<file path="config.mk">
export PLATFORM = sky130hd
export DESIGN_NAME = bfdh_front
export DESIGN_NICKNAME = d
export VERILOG_FILES = /design/src/hw/rtl/bloom_filter_double_hash_assert.svh /design/src/hw/rtl/bfdh_pkg.sv /design/src/hw/rtl/bfdh_front.sv
export SDC_FILE = /design/constraint.sdc
export NUM_CORES = 1
export LEC_CHECK = 0
export CAP_MARGIN = 5
export CORE_UTILIZATION = 45
export CTS_BUF_LIST = sky130_fd_sc_hd__clkbuf_2 sky130_fd_sc_hd__clkbuf_4 sky130_fd_sc_hd__clkbuf_8
export DETAILED_ROUTE_END_ITERATION = 16
export DONT_BUFFER_PORTS = 1
export SLEW_MARGIN = 30
export SYNTH_ARGS = -nofsm -noshare
export SYNTH_HDL_FRONTEND = slang
export SYNTH_SLANG_ARGS = --single-unit
export TNS_END_PERCENT = 5
</file>
<file path="constraint.sdc">
create_clock -name clk -period 9.6 [get_ports clk]
set_input_delay 1.92 -clock clk [delete_from_list [all_inputs] [get_ports clk]]
set_output_delay 1.92 -clock clk [all_outputs]
set_load 0.01 [all_outputs]
</file>
<file path="src/hw/rtl/bloom_filter_double_hash_assert.svh">
// ----------------------------------------------------------------------------
// Bloom filter assertion macros
// Shared concurrent assertion forms, clocked on clk and disabled in reset.
// ----------------------------------------------------------------------------
`ifndef BLOOM_FILTER_DOUBLE_HASH_ASSERT_SVH
`define BLOOM_FILTER_DOUBLE_HASH_ASSERT_SVH

// Property must hold at every edge out of reset
`define BFDH_ASSERT(lbl, prop, msg) \
  lbl: assert property (@(posedge clk) disable iff (!rst_n) prop) else $error(msg);

// Condition must never be seen out of reset
`define BFDH_NEVER(lbl, cond, msg) \
  lbl: assert property (@(posedge clk) disable iff (!rst_n) !(cond)) else $error(msg);

`endif

</file>
<file path="src/hw/rtl/bfdh_pkg.sv">
// ----------------------------------------------------------------------------
// Bloom filter package
// Operation codes, register indexes and the types passed between units.
// ----------------------------------------------------------------------------
package bfdh_pkg;

  localparam int NB_W   = 17;   // filter size register width
  localparam int NH_W   = 7;    // probe count, room for up to 127
  localparam int HASH_W = 32;
  localparam int STEP_W = 47;   // widened step term before reduction
  localparam int CNT_W  = 32;

  localparam logic [1:0] OP_INSERT = 2'd0;
  localparam logic [1:0] OP_QUERY  = 2'd1;
  localparam logic [1:0] OP_CLEAR  = 2'd2;

  localparam logic [1:0] CFG_NUM_BITS   = 2'd0;
  localparam logic [1:0] CFG_NUM_HASHES = 2'd1;
  localparam logic [1:0] CFG_READY      = 2'd2;

  // One classified item waiting for the back end
  typedef struct packed {
    logic [1:0]        op;
    logic [HASH_W-1:0] hash;
    logic              usable;
    logic [NB_W-1:0]   nb;
    logic [NH_W-1:0]   nh;
  } item_t;

  // Head of the item queue as seen by the back end
  typedef struct packed {
    logic  valid;
    item_t item;
  } queue_head_t;

  // Back end status seen by the front end
  typedef struct packed {
    logic init_pass;
  } back_stat_t;

endpackage

</file>
<file path="src/hw/rtl/bfdh_front.sv">
// ----------------------------------------------------------------------------
// Bloom filter front end
// Accepts items, classifies them against the registers and queues them.
// ----------------------------------------------------------------------------
module bfdh_front #(
  parameter int MAX_BITS   = 65536,
  parameter int MAX_HASHES = 32
) (
  input  logic                        clk,
  input  logic                        rst_n,
  input  logic                        start,
  output logic                        busy,
  input  logic [1:0]                  in_operation,
  input  logic [bfdh_pkg::HASH_W-1:0] in_key_hash,
  input  logic [bfdh_pkg::NB_W-1:0]   size_cfg,
  input  logic [5:0]                  probes_cfg,
  input  logic                        filter_ready,
  input  bfdh_pkg::back_stat_t        bstat,
  input  logic                        pop,
  output bfdh_pkg::queue_head_t       head
);
  import bfdh_pkg::*;

  item_t      q_r [2];
  logic       wp_r, wp_nxt, rp_r, rp_nxt;
  logic [1:0] cnt_r, cnt_nxt;
  logic       push;
  item_t      cls;

  // Clamp the registers and decide whether the filter may be used
  always_comb begin
    cls.op   = in_operation;
    cls.hash = in_key_hash;
    if ({15'd0, size_cfg} > 32'(MAX_BITS)) begin
      cls.nb = NB_W'(MAX_BITS);
    end else begin
      cls.nb = size_cfg;
    end
    if ({1'b0, probes_cfg} > NH_W'(MAX_HASHES)) begin
      cls.nh = NH_W'(MAX_HASHES);
    end else begin
      cls.nh = {1'b0, probes_cfg};
    end
    cls.usable = filter_ready && (cls.nb != '0) && (cls.nh != '0);
  end

  assign busy = (cnt_r == 2'd2) || bstat.init_pass;
  assign push = start && !busy;

  // Advance queue pointers
  always_comb begin
    wp_nxt  = push ? ~wp_r : wp_r;
    rp_nxt  = pop ? ~rp_r : rp_r;
    cnt_nxt = cnt_r + {1'b0, push} - {1'b0, pop};
  end

  always_ff @(posedge clk) begin
    if (!rst_n) begin
      wp_r  <= 1'b0;
      rp_r  <= 1'b0;
      cnt_r <= '0;
    end else begin
      wp_r  <= wp_nxt;
      rp_r  <= rp_nxt;
      cnt_r <= cnt_nxt;
    end
    if (push) begin
      q_r[wp_r] <= cls;
    end
  end

  assign head.valid = (cnt_r != 2'd0);
  assign head.item  = q_r[rp_r];

endmodule

</file>
-- Word-level counts from Yosys, hierarchy flattened
Memory sizes are Yosys's and may differ from the RTL's. A register that Yosys moved wholly into a read port is not among the register bits.
Cells that the tools add are included.
- register bits after elaboration: 4
- memory bits (writable): 116
- memories: 1
- latch bits: 0
- bits in read-only memories: 0
- bits of input ports: 63
- output and inout bits: 61
- $add $sub $neg: 2
- eq/ne operators: 1
- $lt $le $gt $ge: 2
- shift operators: 0
- $mul: 0
- mux-type cells: 6
- divide/modulo/power cells: 0
- bitwise logic cells: 2
- reduce and logical (&&, ||, !) cells: 8
- memories (name ; depth ; width ; read ports ; clocked after Yosys merged registers in ; wr ports ; RTL line ; text):
    q_r ; 2 ; 58 ; 1 ; 1 ; 1 ; bfdh_front.sv:24 ; item_t q_r [2];
- operator list (operator ; number):
    17-bit greater-than comparator (second input constant) ; 1
    17-bit two-way mux ; 1
    17-bit nonzero test ; 1
    7-bit nonzero test ; 1
    6-bit greater-than comparator (second input constant) ; 1
    6-bit two-way mux ; 1
    1-bit two-way mux ; 4
    1-bit logical AND ; 3
    2-bit by 1-bit adder with 2-bit output ; 1
    2-bit equality test (second input constant) ; 1
    1-bit inverter ; 2
    2-bit nonzero test ; 1
    2-bit by 1-bit subtractor with 2-bit output ; 1
    1-bit logical NOT ; 1
    1-bit logical OR ; 1

-- Logic depth before layout (Yosys ltp)
- depth after elaboration: 6
- mapped depth: 8

-- Worst setup path before layout
OpenSTA, ideal clock, no wires.
- path kind: input -> register
- from: input port start
- to: memory q_r[1][0] (netlist bit), enable pin
- arrival time: 4.760 ns
- setup slack: 4.366 ns
- cell stages on the path: 3
- data required time: 9.126 ns
- library setup time: 0.474 ns
- path through: inv_1 or3_1 nor2_1
- word-level cells in the longest chain between the ends: 3
- RTL lines (element ; RTL line ; text):
    from (decl) ; bfdh_front.sv:11 ; input logic start,
    1-bit logical AND ; bfdh_front.sv:48 ; assign push = start && !busy;
    1-bit two-way mux ; bfdh_front.sv:67 ; if (push) begin
    1-bit two-way mux (not written as such) ; bfdh_front.sv:68 ; q_r[wp_r] <= cls;
    to (decl) ; bfdh_front.sv:24 ;
Every way passes these cells.

-- Worst setup path after layout
- from: input port bstat
- to: output port busy
- word-level cells in the longest chain between the ends: 1
- RTL lines (element ; RTL line ; text):
    from (decl) ; bfdh_front.sv:18 ; input bfdh_pkg::back_stat_t bstat,
    1-bit logical OR ; bfdh_front.sv:47 ; assign busy = (cnt_r == 2'd2) || bstat.init_pass;
    to (decl) ; bfdh_front.sv:12 ; output logic busy,
Every way passes these cells.

==> impl_results.md <==
- Area grow syn2layout: 10.11%
- Final Hold Fails: 0
- Critical-path cell list: or2_1
- Via count: 2076
- GRT Resource Usage Total: 0.1532
- Flop2flop setup slack: roughly 7200 ps
- Final setup fails: 0
- Cell variety after synth: 25
- Pleak: 0.001670 uW
- Depth of the CTS H-tree: 4
- Iteration-0 DRC Markers: 82
- Syn nets: slightly above 300
- Hold path endpoint: wp_r$_SDFFE_PN0P_
- Fin Clk Skew: 5.821 ps
- Combinational Power Share: 0.073
- Routability cong.: just under 0.7
- CTS sink count: 121
- Reg2reg end: q_r[1][31]$_DFFE_PP_
- Fill cells: about 810
- CTS tree: built
- Mapped cell area: 4639 um^2
- DRC: 0
- Final net count: 321
- CP Data Required Time: 7680 ps
- Worst path buffer plus inverter count: 0
- Avg Vias per Cell: ~5.2
- Sequential power share: 0.581
- CP Capture Type: output pin
- Average cell area after synthesis: 19.01 um^2
- Worst hold path type: flip-flop to flip-flop
- Commonest non-fill, non-tap cell in the layout: edfxtp_1
- Reg clk slew, reported paths: 70 ps
- Worst-Margin Slew: ~800 ps
- Hold path cells: 2
- Initial core utilization: 0.4703
- IO Count: 124
- Min-delay src: wp_r$_SDFFE_PN0P_
- Largest net degree at the start of global routing: 34
- Layout cells sized above 1: 0.1455
- Later-pin clock latency in the skew report: about 400 ps
- Switching part of the total: 0.2360
- Row count: 36
- Number of port buffers: 0
- Antenna violations before repair: 0
- Crit start category: input port
- MaxCap Viol Count: 0
- Total gr overflow: 0
- Slew headroom: 0.4639
- Routed wire per std cell: 18.82 um
- Post-DP HPWL: 4.847 mm
- Slowest cell on the critical path: or2_1
- Die width: around 100 um
- Syn Inst Count: 244
- Final cell count without fillers: 401
- Setup TNS: 0 ps
- CTS root buf: clkbuf_8
- Peak VDD IR: 0.09806 mV
- Pwr/cell area: slightly above 200 nW/um^2
- Ys Warns: 0
- DIE AREA: 10720 um^2
- CTS resizes: 0
- WP data arrival: between 2000 and 2500 ps
- Post-CTS setup buffer count: 0
- Post-route ant nets: 0
- Drt pass-1 iters: 4
- Max Fclk: 244.5 MHz
- Hold_buf cts: 0
- Num CTS Buffers: 17
- First-pass GRT wire length: between 10 and 15 mm
- Core outline area: 9864 um^2
- Vias in the first global route: 2337
- Reg2reg path depth: 4
- ANT cells: 0
- Setup CP Type: input port to output pin
- Placed Cells: 370
- RSZ-0062 raised after global routing: false
- Longest Clk Path Bufs: 2
- Tmin final: 4090 ps
- Final period util: 0.4260
- Routed Wire Length: 7.545 mm
- Die height: 103.5 um
- Crit path max fanout: 4
- Synth Register Bits: 121
- CP delay by family, top: simple AND/OR/NAND/NOR gates
- NetSw: 250.2 uW
- Register area share after synthesis: 0.7724
- Outcome: completed
- Pint: 810.0 uW
- Largest stage delay on the critical path: 250 ps
- R2R Path Start: cnt_r[1]$_SDFF_PN0_
- Pins Over Slew Limit: 0
- Clock Power Share: 0.347
- Commonest non-fill, non-tap cells in the layout: edfxtp_1 (116), mux2_1 (58), nor2b_1 (22), clkbuf_8 (17), clkinv_2 (7)
worst min-delay path: stages, from the launching register on:
cell	delay, ps
dfxtp_1	320
o31ai_1	70
a21oi_1	60
routing by layer:
layer  part of all wire  wire length [um]  track usage
met1               0.39              2933       0.1603
met4              0.013               101      0.07143
met2               0.50              3768       0.2507
met3              0.098               742      0.08496
met5                  0                 0            0
worst max path at each step:
stage                     slack [ps]      start                   to  cells after the start
after floorplan                 4370      start  q_r[1][0]$_DFFE_PP_                      3
after global placement          5510      bstat                 busy                      1
after detailed placement        5510      bstat                 busy                      1
after CTS                       5440  flip-flop              head[4]                      2
after global routing            5350  flip-flop              head[2]                      2
final                           5510      bstat                 busy                      1
through the flow:
stage / util / setup WS (ps) / total power, uW / hold slack (ps) / instance area, um^2
after floorplan: - / 4366 / 690.7 / 456.2 / 4639
after global placement: 0.4849 / 5507 / 704.4 / 475.8 / 4783
after detailed placement: 0.4849 / 5509 / 706.2 / 488.9 / 4783
after CTS: 0.5179 / 5443 / 1075 / 502.6 / 5109
after global routing: 0.5179 / 5349 / 1104 / 536.8 / 5109
final: 0.5179 / 5510 / 1060 / 496.7 / 5109
registers in the layout, summed over array words and instances, names as in the netlist, named ones only:
signal / flops
q_r: 116
cnt_r: 2
rp_r: 1
wp_r: 1
cell type report:
| class | instances | area (um^2) | area share |
|---|---|---|---|
| sequential | 121 | 3585 | 0.7017 |
| clock buffer | 18 | 241.5 | 0.04727 |
| inverter | 6 | 22.52 | 0.004409 |
| timing repair buffer | 3 | 22.52 | 0.004409 |
| clock inverter | 13 | 83.83 | 0.01641 |
| tap | 133 | 166.4 | 0.03257 |
| multi-input combinational | 107 | 987.2 | 0.1932 |
power groups by stage:
stage | sequential, uW | combinational (uW) | clock (uW)
floorplan | 622 | 68.3 | 0
CTS | 616 | 79.1 | 379
finish | 616 | 77.0 | 367
global route | 619 | 84.5 | 401
global placement | 627 | 77.8 | 0
detailed placement | 628 | 78.3 | 0
cells by family after synthesis:
| logic type | count (synthesis) | share of synthesized area |
|---|---|---|
| flip-flops | 121 | 0.7724 |
| multiplexers | 58 | 0.1408 |
| AND/OR/NAND/NOR | 39 | 0.05205 |
| buffers and inverters | 16 | 0.01645 |
| AO/OA/AOI/OAI | 5 | 0.008361 |
| adder cells (fa/ha/maj) | 2 | 0.005393 |
| XOR/XNOR | 2 | 0.003776 |
| other | 1 | 0.0008083 |
synthesized netlist by cell type:
cell type	number	area, um^2
nor3_1	1	5.000
nor4_1	4	25.02
edfxtp_1	116	3483
xnor2_1	1	8.760
or4_4	1	11.26
conb_1	1	3.750
a21oi_1	2	10.01
nor2b_1	22	137.6
and2_1	2	12.51
or2_1	2	12.51
buf_4	3	22.52
or4_1	1	7.510
mux2_1	58	653.1
o31ai_2	1	12.51
buf_2	4	20.02
o31ai_1	1	7.510
clkbuf_1	3	11.26
xor2_1	1	8.760
and4_1	1	8.760
or3_1	1	6.260
nor2_1	4	15.01
dfxtp_1	5	100.1
inv_1	6	22.52
a41oi_1	1	8.760
ha_1	2	25.02
Power figures use the tool's default switching activity.
